<file path="config.mk">
export PLATFORM = sky130hd
export DESIGN_NAME = secded_39_32_codec
export DESIGN_NICKNAME = d
export VERILOG_FILES = /design/src/sdc_pkg.sv /design/src/sdc_encoder.sv /design/src/sdc_decoder.sv /design/src/secded_39_32_codec.sv
export SDC_FILE = /design/constraint.sdc
export NUM_CORES = 1
export LEC_CHECK = 0
export ABC_AREA = 1
export BUFFER_PORTS_ARGS = -buffer_cell sky130_fd_sc_hd__buf_2
export CAP_MARGIN = 10
export CORE_MARGIN = 5
export CORE_UTILIZATION = 40
export CTS_BUF_LIST = sky130_fd_sc_hd__clkbuf_8
export CTS_CLUSTER_DIAMETER = 50
export DETAILED_ROUTE_END_ITERATION = 16
export GPL_TIMING_DRIVEN = 0
export SLEW_MARGIN = 30
export SYNTH_ARGS = -nofsm -noshare
export SYNTH_HDL_FRONTEND = slang
export SYNTH_SLANG_ARGS = --single-unit
</file>
<file path="constraint.sdc">
create_clock -name clk -period 3.7 [get_ports clk]
set_clock_uncertainty 0.2 [all_clocks]
set_input_delay 0.74 -clock clk [delete_from_list [all_inputs] [get_ports clk]]
set_output_delay 0.74 -clock clk [all_outputs]
set_load 0.02 [all_outputs]
</file>
<file path="src/sdc_pkg.sv">
// ----------------------------------------------------------------------------
// sdc_pkg
// shared widths, check matrix tables and status codes for the (39,32) codec
// ----------------------------------------------------------------------------
`default_nettype none

package sdc_pkg;

  localparam int CODE_W  = 39;
  localparam int DATA_W  = 32;
  localparam int CHECK_W = 7;

  typedef logic [CODE_W-1:0]  code_t;
  typedef logic [DATA_W-1:0]  data_t;
  typedef logic [CHECK_W-1:0] check_t;
  typedef logic [1:0]         status_t;

  // result status codes
  localparam status_t STAT_CLEAN = 2'd0;
  localparam status_t STAT_FIXED = 2'd1;
  localparam status_t STAT_BAD   = 2'd2;

  // check bits contributed by each data bit
  localparam check_t GEN_ROWS [DATA_W] = '{
    7'h4F, 7'h4A, 7'h52, 7'h54, 7'h57, 7'h58, 7'h5B, 7'h5D,
    7'h23, 7'h25, 7'h26, 7'h29, 7'h2A, 7'h2C, 7'h31, 7'h34,
    7'h0E, 7'h0B, 7'h13, 7'h15, 7'h16, 7'h19, 7'h1A, 7'h1C,
    7'h62, 7'h64, 7'h67, 7'h68, 7'h6B, 7'h6D, 7'h70, 7'h75
  };

  // syndrome column of each codeword bit
  localparam check_t H_COLS [CODE_W] = '{
    7'h40, 7'h20, 7'h10, 7'h08, 7'h04, 7'h02, 7'h01,
    7'h79, 7'h29, 7'h25, 7'h15, 7'h75, 7'h0D, 7'h6D, 7'h5D,
    7'h62, 7'h52, 7'h32, 7'h4A, 7'h2A, 7'h1A, 7'h46, 7'h16,
    7'h38, 7'h68, 7'h64, 7'h54, 7'h34, 7'h4C, 7'h2C, 7'h1C,
    7'h23, 7'h13, 7'h73, 7'h0B, 7'h6B, 7'h5B, 7'h07, 7'h57
  };

  // decoder result bundle
  typedef struct packed {
    code_t   word;
    check_t  syndrome;
    status_t status;
  } dec_res_t;

  // data bits that feed check bit j (evaluated at elaboration)
  function automatic data_t gen_mask(input int j);
    data_t m;
    m = '0;
    for (int i = 0; i < DATA_W; i++) begin
      m[i] = GEN_ROWS[i][j];
    end
    return m;
  endfunction

  // codeword bits that feed syndrome bit j (evaluated at elaboration)
  function automatic code_t col_mask(input int j);
    code_t m;
    m = '0;
    for (int i = 0; i < CODE_W; i++) begin
      m[i] = H_COLS[i][j];
    end
    return m;
  endfunction

endpackage

`default_nettype wire

</file>
<file path="src/sdc_encoder.sv">
// ----------------------------------------------------------------------------
// sdc_encoder
// builds the 39-bit codeword: check bits in 0..6, data in 7..38
// ----------------------------------------------------------------------------
`default_nettype none

module sdc_encoder (
  input  wire sdc_pkg::data_t data,
  output sdc_pkg::code_t      code
);

  sdc_pkg::check_t chk;

  // one xor tree per check bit
  for (genvar j = 0; j < sdc_pkg::CHECK_W; j++) begin : g_chk
    localparam sdc_pkg::data_t MASK = sdc_pkg::gen_mask(j);
    assign chk[j] = ^(data & MASK);
  end

  assign code = {data, chk};

endmodule

`default_nettype wire

</file>
<file path="src/sdc_decoder.sv">
// ----------------------------------------------------------------------------
// sdc_decoder
// syndrome, single-bit correction and uncorrectable detection
// ----------------------------------------------------------------------------
`default_nettype none

module sdc_decoder (
  input  wire sdc_pkg::code_t word,
  output sdc_pkg::dec_res_t   res
);

  sdc_pkg::check_t syn;
  sdc_pkg::code_t  flip;

  // one xor tree per syndrome bit
  for (genvar j = 0; j < sdc_pkg::CHECK_W; j++) begin : g_syn
    localparam sdc_pkg::code_t MASK = sdc_pkg::col_mask(j);
    assign syn[j] = ^(word & MASK);
  end

  // match syndrome against every column; at most one can hit
  always_comb begin
    for (int i = 0; i < sdc_pkg::CODE_W; i++) begin
      flip[i] = (syn == sdc_pkg::H_COLS[i]);
    end
  end

  // classify and correct
  always_comb begin
    res.word     = word ^ flip;
    res.syndrome = syn;
    if (syn == '0) begin
      res.status = sdc_pkg::STAT_CLEAN;
    end else if (|flip) begin
      res.status = sdc_pkg::STAT_FIXED;
    end else begin
      res.status = sdc_pkg::STAT_BAD;
    end
  end

endmodule

`default_nettype wire

</file>
<file path="src/secded_39_32_codec.sv">
// ----------------------------------------------------------------------------
// secded_39_32_codec
// (39,32) secded encoder and checker/corrector, one word per clock
// ----------------------------------------------------------------------------
// path: an accepted word goes through the input register, then the result register
//   after the xor trees and column compares, which raises the result strobe
// throughput: one word per cycle while busy is low; busy is a registered copy of
//   !rst_n, high during reset and as it is released; the receiver cannot stall
// reset: synchronous active-low rst_n clears the valid flags; no words in flight
`default_nettype none

module secded_39_32_codec (
  input  wire                  clk,
  input  wire                  rst_n,
  input  wire                  start,
  output logic                 busy,
  input  wire                  in_kind,
  input  wire sdc_pkg::code_t  in_word_in,
  output logic                 out_valid,
  output sdc_pkg::code_t       out_word_out,
  output sdc_pkg::check_t      out_syndrome,
  output sdc_pkg::status_t     out_status
);

  logic              busy_r;
  logic              in_vld_r;
  logic              kind_r;
  sdc_pkg::code_t    word_r;
  logic              out_vld_r;
  sdc_pkg::code_t    word_out_r;
  sdc_pkg::check_t   syn_r;
  sdc_pkg::status_t  stat_r;

  logic              accept;
  sdc_pkg::code_t    enc_code;
  sdc_pkg::dec_res_t dec_res;
  sdc_pkg::code_t    word_out_nxt;
  sdc_pkg::check_t   syn_nxt;
  sdc_pkg::status_t  stat_nxt;

  assign accept = start && !busy_r;

  // busy only while coming out of reset
  always_ff @(posedge clk) begin
    busy_r <= !rst_n;
  end

  // input register
  always_ff @(posedge clk) begin
    if (!rst_n) begin
      in_vld_r <= 1'b0;
    end else begin
      in_vld_r <= accept;
    end
  end

  always_ff @(posedge clk) begin
    if (accept) begin
      kind_r <= in_kind;
      word_r <= in_word_in;
    end
  end

  sdc_encoder u_enc (
    .data (word_r[sdc_pkg::DATA_W-1:0]),
    .code (enc_code)
  );

  sdc_decoder u_dec (
    .word (word_r),
    .res  (dec_res)
  );

  // pick encode or decode result
  always_comb begin
    if (kind_r) begin
      word_out_nxt = dec_res.word;
      syn_nxt      = dec_res.syndrome;
      stat_nxt     = dec_res.status;
    end else begin
      word_out_nxt = enc_code;
      syn_nxt      = '0;
      stat_nxt     = sdc_pkg::STAT_CLEAN;
    end
  end

  // result register
  always_ff @(posedge clk) begin
    if (!rst_n) begin
      out_vld_r <= 1'b0;
    end else begin
      out_vld_r <= in_vld_r;
    end
  end

  always_ff @(posedge clk) begin
    if (in_vld_r) begin
      word_out_r <= word_out_nxt;
      syn_r      <= syn_nxt;
      stat_r     <= stat_nxt;
    end
  end

  assign busy         = busy_r;
  assign out_valid    = out_vld_r;
  assign out_word_out = word_out_r;
  assign out_syndrome = syn_r;
  assign out_status   = stat_r;

endmodule

`default_nettype wire

</file>
==> results of run 1 <==
## layout by cell type, fill, tap and decap left out, types with 4 or more instances in the layout
| master | netlist | routed |
|---|---|---|
| nand2_2 | 34 | 34 |
| inv_1 | 50 | 52 |
| nand3_2 | 8 | 8 |
| xor2_1 | 76 | 76 |
| o21ai_0 | 41 | 41 |
| nor2_1 | 54 | 53 |
| nor3_1 | 5 | 5 |
| nand3_1 | 76 | 76 |
| clkinv_1 | 2 | 4 |
| nand2_4 | 4 | 4 |
| buf_6 | 4 | 4 |
| edfxtp_1 | 88 | 88 |
| clkbuf_8 | 0 | 9 |
| nor2_2 | 9 | 9 |
| a21oi_1 | 7 | 7 |
| nand2_1 | 311 | 311 |
| inv_2 | 25 | 25 |
| xnor2_1 | 26 | 26 |
| clkbuf_1 | 9 | 9 |
| buf_4 | 12 | 12 |
| buf_2 | 10 | 102 |
## registers in the layout, indices dropped and copies added, names as in the netlist
signal        count
out_word_out     39
kind_r            1
out_status        2
in_vld_r          1
busy              1
word_r           39
out_syndrome      7
out_valid         1
## power breakdown
| group | internal (W) | switching, W |
|---|---|---|
| Clock | 0.000304 | 0.000342 |
| Sequential | 0.00118 | 0.0000247 |
| Combinational | 0.000255 | 0.000522 |
| Total | 0.00174 | 0.000889 |
## cell usage after synthesis, types with 10 or more instances
| cell | number |
|---|---|
| o21ai_0 | 41 |
| inv_2 | 25 |
| xnor2_1 | 26 |
| nand2_1 | 311 |
| buf_4 | 12 |
| edfxtp_1 | 88 |
| buf_2 | 10 |
| inv_1 | 50 |
| nand2_2 | 34 |
| xor2_1 | 76 |
| nor2_1 | 54 |
| nand3_1 | 76 |
## cell families (layout without fill, tap and decap cells)
family	Yosys count	count (layout)	synth area share, %
and+or+nand+nor	505	505	33.39
buffers and inverters	113	222	7.775
xor gates and xnor gates	105	105	14.25
DFF	91	91	40.86
AOI/OAI and AO/OA	49	49	3.727
## routing by layer
layer	share of wire [%]	track usage, %	wire [um]
met1	45	24.41	7848
met2	46	29.93	7986
met3	5.8	3.379	1010
met4	3.7	7.644	639
met5	0	0	0
## metrics by stage
step	TNS, ns	power (W)	setup slack (ns)
finish	0	0.002631	0.6773
global route	0	0.002789	0.4121
CTS	0	0.002647	0.6669
detailed placement	0	0.002001	0.6861
global placement	-10.26	0.001995	-0.2636
floorplan	0	0.001797	0.5839
## area by class of cell
class | count | share of cell area (%)
Tap cell | 220 | 3.635
Multi-Input combinational cell | 659 | 44.95
Sequential cell | 91 | 35.73
Clock inverter | 7 | 0.8095
Buffer | 35 | 2.891
Timing Repair Buffer | 93 | 6.443
Clock buffer | 9 | 1.636
Inverter | 78 | 3.899
## worst paths after layout
kind | startpoint | endpoint | slack, ns | depth (start not counted)
worst max-delay path | word_r[18]$_DFFE_PP_ | out_status[0]$_SDFFCE_PP0P_ | 0.68 | 21
worst min-delay path | busy$_DFF_P_ | in_vld_r$_SDFF_PN0_ | 0.31 | 1
worst max register to register | word_r[18]$_DFFE_PP_ | out_status[0]$_SDFFCE_PP0P_ | 0.68 | 21
worst min register to register | busy$_DFF_P_ | in_vld_r$_SDFF_PN0_ | 0.31 | 1
## worst max-delay path: stages, from the launching register on
cell and delay (ns):
edfxtp_1 0.36, buf_2 0.21, inv_2 0.10, nand2_1 0.05, nand2_1 0.19, nand2_1 0.09, nand2_1 0.08, nand2_1 0.08
nand2_1 0.09, nand2_1 0.08, nand3_1 0.10, nand2_2 0.12, nand3_2 0.15, inv_1 0.15, nand2_1 0.13, nand2_1 0.06
nor2_1 0.09, nand2_1 0.07, nor2_1 0.16, nand3_2 0.12, nand2_1 0.08, inv_1 0.04
==> impl_metrics.csv, run 1 <==
group,metric,value,unit
outcome,status,"finished, final reports clean",
synth,synthesis.nets,906,
floorplan,initial_core_util,40.31,%
global_routing,grt_pass1_vias,5396,
detailed_routing,remaining_drc_errors,0,
cells_and_area,fin_area,7574,um^2
placement,dp_cells,1176,
floorplan,die_x,138.6,um
clock_tree,clk_path_buf_depth,2,
synth,synth_warnings,0,
cells_and_area,drive_gt1_share,22.53,%
global_routing,grt_max_degree,50,
clock_tree,clkLatencyLatePin,0.38,ns
global_routing,grt.overflow.total,0,
clock_tree,cts.repair.resized,0,
detailed_routing,finalWirelength,17490,um
global_routing,grt_first_pass_wirelength,27640,um
synth,synth.distinct_cells,27,
detailed_routing,drt-initial-drc-count,428,
worst_setup_path,crit_required,3.65,ns
synth,async_flop_share,0,%
synth,ys_seq_area_share,40.86,%
detailed_routing,vias_per_cell,4.766,
synth,synthFlopType,"edfxtp_1",
synth,synth_top_area_share,39.95,%
worst_setup_path,critical_path.startpoint_type,"flip-flop",
detailed_routing,wire_per_inst,14.67,um
synth,netlist_instances,863,
floorplan,dieArea,19210,um^2
global_routing,antenna_found_initial,0,
sta,max_freq,330.8,MHz
clock_tree,cts_setup_buffers,0,
clock_tree,cts.sinks,91,
power_and_ir_drop,ir_drop,187.2,uV
placement,place_area,7388,um^2
clock_tree,hold_buffers,0,
hold_path,hold_class,"flip-flop to flip-flop",
detailed_routing,drtAntennaViolNets,0,
synth,syn-mean-instance-area,7.664,um^2
sta,slew_viol_final,0,
worst_setup_path,cp_max_fo,7,
floorplan,die_h,138.6,um
synth,synth-seq-cells,91,
power_and_ir_drop,power.density,347.3,nW/um^2
cells_and_area,nets,1010,
cells_and_area,num_antenna_cells,0,
global_routing,track_usage,18.46,%
synth,yosys-top-cells-area,"edfxtp_1 40%, nand2_1 18%, xor2_1 10%, nand3_1 5.8%, xnor2_1 3.4%",
worst_setup_path,end_kind,"flip-flop",
sta,tightest_slew,0.6090,ns
placement,dp_hpwl,14220,um
sta,setup_viol,0,
clock_tree,clk_pin_slew,0.08,ns
detailed_routing,num_vias,5681,
sta,hold_viol,0,
floorplan,ioPinCount,93,
clock_tree,htreeDepth,3,
floorplan,core,16410,um^2
power_and_ir_drop,leakage,3.640,nW
job,cap_violations,0,
synth,netlist.top_cell.by_area,"edfxtp_1",
placement,port_buffers,92,
cells_and_area,nFillCells,1679,
cells_and_area,seq_area,2706,um^2
synth,synth_edf_count,88,
floorplan,rows,47,
detailed_routing,drt_pre_antenna_iters,5,
sta,hold_slack,0.3130,ns
cells_and_area,multi_input_area,3405,um^2
sta,min_period,3.023,ns
clock_tree,cts_root_buf,"clkbuf_8",
clock_tree,cts_buffers,9,
cells_and_area,stdcell_count,1192,
synth,syn-cell-area,6614,um^2
cells_and_area,area_growth,14.51,%
cells_and_area,finish.utilization,46.16,%
sta,finalCritPeriodShare,81.69,%
sta,rsz0062_at_grt,"false",
worst_setup_path,crit_arrival,2.97,ns
clock_tree,cts_tree,"done",
worst_setup_path,crit_type,"flip-flop to flip-flop",
sta,slew_headroom,59.40,%
placement,place.gp.congestion,0.9340,
No activity file was read; power rests on OpenSTA's default activity.
==> inputs of run 2 (changes only) <==
==> constraint.sdc (replaced) <==
create_clock -name clk -period 2.44 [get_ports clk]
set_clock_uncertainty 0.2 [all_clocks]
set_input_delay 0.488 -clock clk [delete_from_list [all_inputs] [get_ports clk]]
set_output_delay 0.488 -clock clk [all_outputs]
set_load 0.02 [all_outputs]
==> run 2 against run 1 <==
The flow now finishes with violations (negative setup slack). Critical path depth fell by 6. Wire length grew 17%. First-iteration DRC count increased by 25%. Count of clock-buffer cells in the layout unchanged. Via count up 13%. Core utilization up 12 points. Register-to-register slack worse by 1.1 ns. Flip-flop and latch count stayed put. Combinational power is 140% higher. Largest cell class unchanged. Highest routed layer unchanged.
==> impl_metrics.csv, run 2 (same netlist as run 1, synthesis figures left out) <==
group,metric,value,unit
outcome,status,"complete, but fails checks",
outcome,failed_checks,"negative setup slack",
sta,hold_slack,0.05607,ns
worst_setup_path,cp_max_fo,7,
power_and_ir_drop,power.density,502.0,nW/um^2
global_routing,grt_max_degree,50,
clock_tree,cts_buffers,9,
global_routing,grt.overflow.total,0,
detailed_routing,drtAntennaViolNets,0,
sta,max_freq,353.1,MHz
cells_and_area,area_growth,45.33,%
worst_setup_path,reg2reg_from,"word_r[35]$_DFFE_PP_",
cells_and_area,drive_gt1_share,48.69,%
hold_path,whs_path_depth,2,
clock_tree,htreeDepth,3,
placement,port_buffers,92,
sta,slew_viol_final,0,
worst_setup_path,r2r_end,"out_word_out[35]$_DFFE_PP_",
power_and_ir_drop,leakage,4.463,nW
clock_tree,cts_tree,"done",
cells_and_area,num_antenna_cells,0,
floorplan,dieArea,19210,um^2
global_routing,grt_pass1_vias,5666,
detailed_routing,finalWirelength,20400,um
floorplan,initial_core_util,40.31,%
clock_tree,clk_path_buf_depth,2,
floorplan,core,16410,um^2
worst_setup_path,end_kind,"flip-flop",
global_routing,grt.met1_usage,24.74,%
global_routing,grt.met3_usage,3.690,%
clock_tree,clk_pin_slew,0.09,ns
detailed_routing,drt-initial-drc-count,533,
power_and_ir_drop,ir_drop,300.7,uV
hold_path,hold_class,"primary input to flip-flop",
cells_and_area,layout_commonest_cell,"nand2_1",
floorplan,die_h,138.6,um
sta,finalCritPeriodShare,116.1,%
worst_setup_path,r2r_cells,15,
power_and_ir_drop,power.total,0.004825,W
sta,fin_tns_setup,-9.330,ns
sta,rsz0062_at_grt,"true",
placement,place_area,7396,um^2
cells_and_area,fin_area,9612,um^2
global_routing,busiest_layer,"met2",
clock_tree,cts_root_buf,"clkbuf_8",
floorplan,ioPinCount,93,
job,cap_violations,0,
sta,min_period,2.832,ns
sta,slew_headroom,59.95,%
hold_path,hold_end,"busy$_DFF_P_",
clock_tree,hold_buffers,0,
detailed_routing,wire_per_inst,15.86,um
global_routing,grtUsageMet2,32.22,%
worst_setup_path,regToRegSetupSlack,-0.39,ns
placement,place.gp.congestion,0.9555,
worst_setup_path,crit_arrival,2.76,ns
clock_tree,clkLatencyLatePin,0.39,ns
detailed_routing,remaining_drc_errors,0,
sta,hold_viol,0,
cells_and_area,final_cell_mix,"208 x nand2_1, 95 x nand2_2, 94 x buf_2, 88 x edfxtp_1, 85 x buf_4",
detailed_routing,vias_per_cell,4.988,
worst_setup_path,crit_type,"flip-flop to flip-flop",
cells_and_area,nFillCells,1384,
worst_setup_path,crit_required,2.37,ns
global_routing,antenna_found_initial,0,
placement,place_ws,-0.5128,ns
worst_setup_path,critical_path.startpoint_type,"flip-flop",
global_routing,grt_first_pass_wirelength,29090,um
cells_and_area,nets,1104,
detailed_routing,num_vias,6414,
floorplan,rows,47,
sta,tightest_slew,0.6008,ns
detailed_routing,drt_pre_antenna_iters,5,
floorplan,die_x,138.6,um
clock_tree,cts.sinks,91,
sta,setup_viol,41,
global_routing,track_usage,19.44,%
sta,fin_ws,-0.3917,ns
placement,dp_hpwl,14370,um
hold_path,hp-start,"rst_n",
[run 2: changes by cell type in the layout (fill, tap and decap cells not counted), moves of 21 or more]
| cell | delta |
|---|---|
| nand2_2 | +61 |
| nand3_1 | -36 |
| nand2_4 | +37 |
| o21ai_0 | -21 |
| nand3_2 | +23 |
| buf_6 | +29 |
| o21ai_1 | +21 |
| nor2_1 | -26 |
| inv_1 | -23 |
| buf_4 | +73 |
| nand2_1 | -103 |
[run 2: stage by stage]
step | cells | utilization [%]
2_1_floorplan | 863 | -
3_3_place_gp | 1175 | 44.86
3_5_place_dp | 1176 | 45.08
4_1_cts | 1218 | 49.81
5_1_grt | 1286 | 58.58
6_report | 1286 | 58.58
[run 2: final cells by class]
| type | instances | area (um^2) | share of cell area [%] |
|---|---|---|---|
| buffer | 35 | 302.8 | 3.150 |
| clock buffer | 9 | 123.9 | 1.289 |
| clock inverter | 7 | 93.84 | 0.9763 |
| inverter | 78 | 350.3 | 3.645 |
| multi-input combinational | 659 | 4521 | 47.03 |
| sequential | 91 | 2706 | 28.16 |
| tap | 220 | 275.3 | 2.864 |
| timing repair buffer | 187 | 1239 | 12.89 |
[run 2: worst max-delay path by stage]
| stage | start | endpoint | slack, ns | cells after the start |
|---|---|---|---|---|
| floorplan | word_r[17]$_DFFE_PP_ | out_status[0]$_SDFFCE_PP0P_ | 0.01 | 20 |
| global placement | word_r[11]$_DFFE_PP_ | out_status[0]$_SDFFCE_PP0P_ | -0.52 | 19 |
| detailed placement | word_r[11]$_DFFE_PP_ | out_status[0]$_SDFFCE_PP0P_ | -0.51 | 19 |
| CTS | word_r[35]$_DFFE_PP_ | out_status[0]$_SDFFCE_PP0P_ | -0.31 | 18 |
| global route | word_r[12]$_DFFE_PP_ | out_word_out[38]$_DFFE_PP_ | -0.57 | 16 |
| finish | word_r[35]$_DFFE_PP_ | out_word_out[35]$_DFFE_PP_ | -0.39 | 15 |
[run 2: power by group]
part	internal, W	switching (W)
Sequential	0.00179	0.0000392
Combinational	0.000705	0.00116
Clock	0.000574	0.000556
[run 2: per-layer routing]
metal	routed length (um)	part of all wire, %
met1	8169	40
met2	9999	49
met3	1393	6.8
met4	837	4.1
met5	0	0
[run 2: what timing repair did]
item | CTS | global route
buffers inserted | 26 | 67
pin swaps | 28 | 97
resized for setup | 104 | 266
cloned | 0 | 1
endpoints found under the setup margin | 41 | 41
[run 2: critical path, stage by stage (launching register included)]
cell,delay [ns]
edfxtp_1,0.50
buf_6,0.18
xnor2_4,0.19
nand2_2,0.08
nand2_1,0.08
nand2_2,0.06
nand2_4,0.10
inv_2,0.05
nand3_4,0.09
nand2_8,0.11
inv_6,0.11
nand3_4,0.08
buf_4,0.17
nor3_2,0.19
xor2_1,0.25
o21ai_0,0.12
==> inputs of run 3 (changes only) <==
--- a/config.mk
+++ b/config.mk
@@ -14,6 +14,7 @@
 export CTS_CLUSTER_DIAMETER = 50
 export DETAILED_ROUTE_END_ITERATION = 16
 export GPL_TIMING_DRIVEN = 0
+export REMOVE_ABC_BUFFERS = 1
 export SLEW_MARGIN = 30
 export SYNTH_ARGS = -nofsm -noshare
 export SYNTH_HDL_FRONTEND = slang
==> run 3 against run 2 <==
The run still ends with negative setup slack left. Critical path depth increased by 5. Die area unchanged. Non-clock buffer count decreased by 28. Core utilization is 1.9 points lower. Maximum frequency shrank 1.8%. First-iteration DRC count down 22%. Global-route usage down 0.16 points. Setup slack worse by 0.051 ns. Largest cell class unchanged. Final area shrank 3.3%.
==> impl_metrics.csv, run 3 (same netlist as run 1, synthesis figures left out) <==
group,metric,value,unit
floorplan,die_x,138.6,um
sta,setup_viol,41,
worst_setup_path,crit_arrival,2.84,ns
global_routing,grt.met1_usage,24.35,%
outcome,status,"complete, but fails checks",
global_routing,grt_first_pass_wirelength,28960,um
clock_tree,clkLatencyLatePin,0.39,ns
sta,fin_ws,-0.4425,ns
cells_and_area,num_antenna_cells,0,
clock_tree,cts_tree,"done",
cells_and_area,nets,1076,
cells_and_area,nFillCells,1453,
floorplan,core,16410,um^2
detailed_routing,drt_pre_antenna_iters,5,
placement,port_buffers,92,
floorplan,die_h,138.6,um
clock_tree,hold_buffers,0,
floorplan,initial_core_util,40.31,%
worst_setup_path,crit_type,"flip-flop to flip-flop",
power_and_ir_drop,power.density,518.4,nW/um^2
detailed_routing,vias_per_cell,4.912,
sta,finalCritPeriodShare,118.1,%
power_and_ir_drop,leakage,4.349,nW
clock_tree,htreeDepth,3,
sta,rsz0062_at_grt,"true",
cells_and_area,final_cell_mix,"234 x nand2_1, 92 x buf_2, 88 x edfxtp_1, 81 x buf_4, 72 x nand2_2",
hold_path,hold_class,"primary input to flip-flop",
worst_setup_path,end_kind,"flip-flop",
cells_and_area,seq_area,2706,um^2
sta,hold_slack,0.06950,ns
floorplan,dieArea,19210,um^2
sta,min_period,2.882,ns
worst_setup_path,cp_max_fo,5,
clock_tree,cts_buffers,9,
cells_and_area,layout_commonest_cell,"nand2_1",
sta,tightest_slew,0.6265,ns
detailed_routing,num_vias,6179,
outcome,failed_checks,"negative setup slack",
detailed_routing,drt-initial-drc-count,417,
worst_setup_path,crit_required,2.39,ns
clock_tree,clk_path_buf_depth,2,
clock_tree,clk_pin_slew,0.09,ns
detailed_routing,remaining_drc_errors,0,
detailed_routing,finalWirelength,19660,um
sta,slew_viol_final,0,
placement,place.gp.congestion,0.9328,
clock_tree,cts_root_buf,"clkbuf_8",
global_routing,busiest_layer,"met2",
global_routing,antenna_found_initial,0,
placement,dp_hpwl,13760,um
cells_and_area,multi_input_area,4415,um^2
global_routing,grt.met3_usage,3.862,%
detailed_routing,wire_per_inst,15.63,um
global_routing,grt.overflow.total,0,
global_routing,grt_pass1_vias,5638,
placement,place_area,7191,um^2
global_routing,grtUsageMet2,31.83,%
floorplan,rows,47,
cells_and_area,fin_area,9294,um^2
global_routing,track_usage,19.28,%
job,cap_violations,0,
detailed_routing,drtAntennaViolNets,0,
worst_setup_path,critical_path.startpoint_type,"flip-flop",
cells_and_area,drive_gt1_share,44.80,%
clock_tree,cts.sinks,91,
global_routing,grt_max_degree,64,
cells_and_area,area_growth,40.52,%
floorplan,ioPinCount,93,
power_and_ir_drop,ir_drop,281.0,uV
sta,hold_viol,0,
sta,max_freq,346.9,MHz
sta,slew_headroom,58.23,%
==> run 3: cell types whose count changed in the layout (fill, tap and decap cells not counted), sizes merged <==
cell      delta
inv          -1
clkinv       -2
clkbuf       -7
buf         -19
clkinvlp     +1
==> run 3: area by class of cell <==
cell class,instances,area share [%]
clock buffer,11,1.629
inverter,78,3.648
multi-input combinational,659,47.51
clock inverter,5,0.8212
timing repair buffer,194,14.31
tap,220,2.962
sequential,91,29.12
==> run 3: where the power goes <==
group | total [W] | switching (W) | internal (W)
clock | 0.00115 | 0.000525 | 0.000627
sequential | 0.00186 | 0.0000667 | 0.00180
combinational | 0.00180 | 0.00113 | 0.000672
==> run 3: timing repair <==
item | CTS | global route
resized for setup | 176 | 140
setup endpoints to repair | 41 | 41
hold endpoints to repair | 0 | 0
setup buffers | 69 | 32
pin swaps | 42 | 58
==> run 3: through the flow <==
step / util (%) / total power, W / cells / setup TNS, ns / setup slack [ns]
2_1_floorplan: - / 0.002701 / 828 / -17.01 / -0.4241
3_3_place_gp: 43.46 / 0.003004 / 1140 / -72.32 / -1.246
3_5_place_dp: 43.83 / 0.003010 / 1142 / -19.24 / -0.6522
4_1_cts: 51.98 / 0.004526 / 1227 / -8.326 / -0.3047
5_1_grt: 56.65 / 0.005046 / 1258 / -16.27 / -0.5538
6_report: 56.65 / 0.004818 / 1258 / -11.16 / -0.4425
==> run 3: path summary, 6_finish.rpt <==
path                                            from                     endpoint  slack (ns)  depth (start not counted)
worst max register to register  word_r[35]$_DFFE_PP_  out_status[0]$_SDFFCE_PP0P_       -0.44                         20
worst max-delay path            word_r[35]$_DFFE_PP_  out_status[0]$_SDFFCE_PP0P_       -0.44                         20
worst min-delay path                           rst_n                 busy$_DFF_P_        0.07                          2
worst min register to register          busy$_DFF_P_          in_vld_r$_SDFF_PN0_        0.30                          1
==> run 3: routing by layer <==
metal	wire length, um	part of all wire (%)
met5	0	0
met3	1264	6.4
met1	8074	41
met2	9581	49
met4	736	3.7
==> run 3: critical path, cell delays in order, from the launching register on <==
cell and delay (ns):
edfxtp_1 0.54, inv_2 0.11, nand2_1 0.07, nand2_1 0.06, nand2_2 0.10, nand2_2 0.08, nand2_4 0.11, nand2_4 0.07
nand2_1 0.07, nand3_2 0.10, nand2_4 0.18, buf_4 0.18, nor2_4 0.05, nand2_4 0.11, a21oi_1 0.06, nor2_1 0.12
nand2_1 0.10, nor2_2 0.12, nand3_2 0.11, nand2_1 0.07, inv_1 0.03
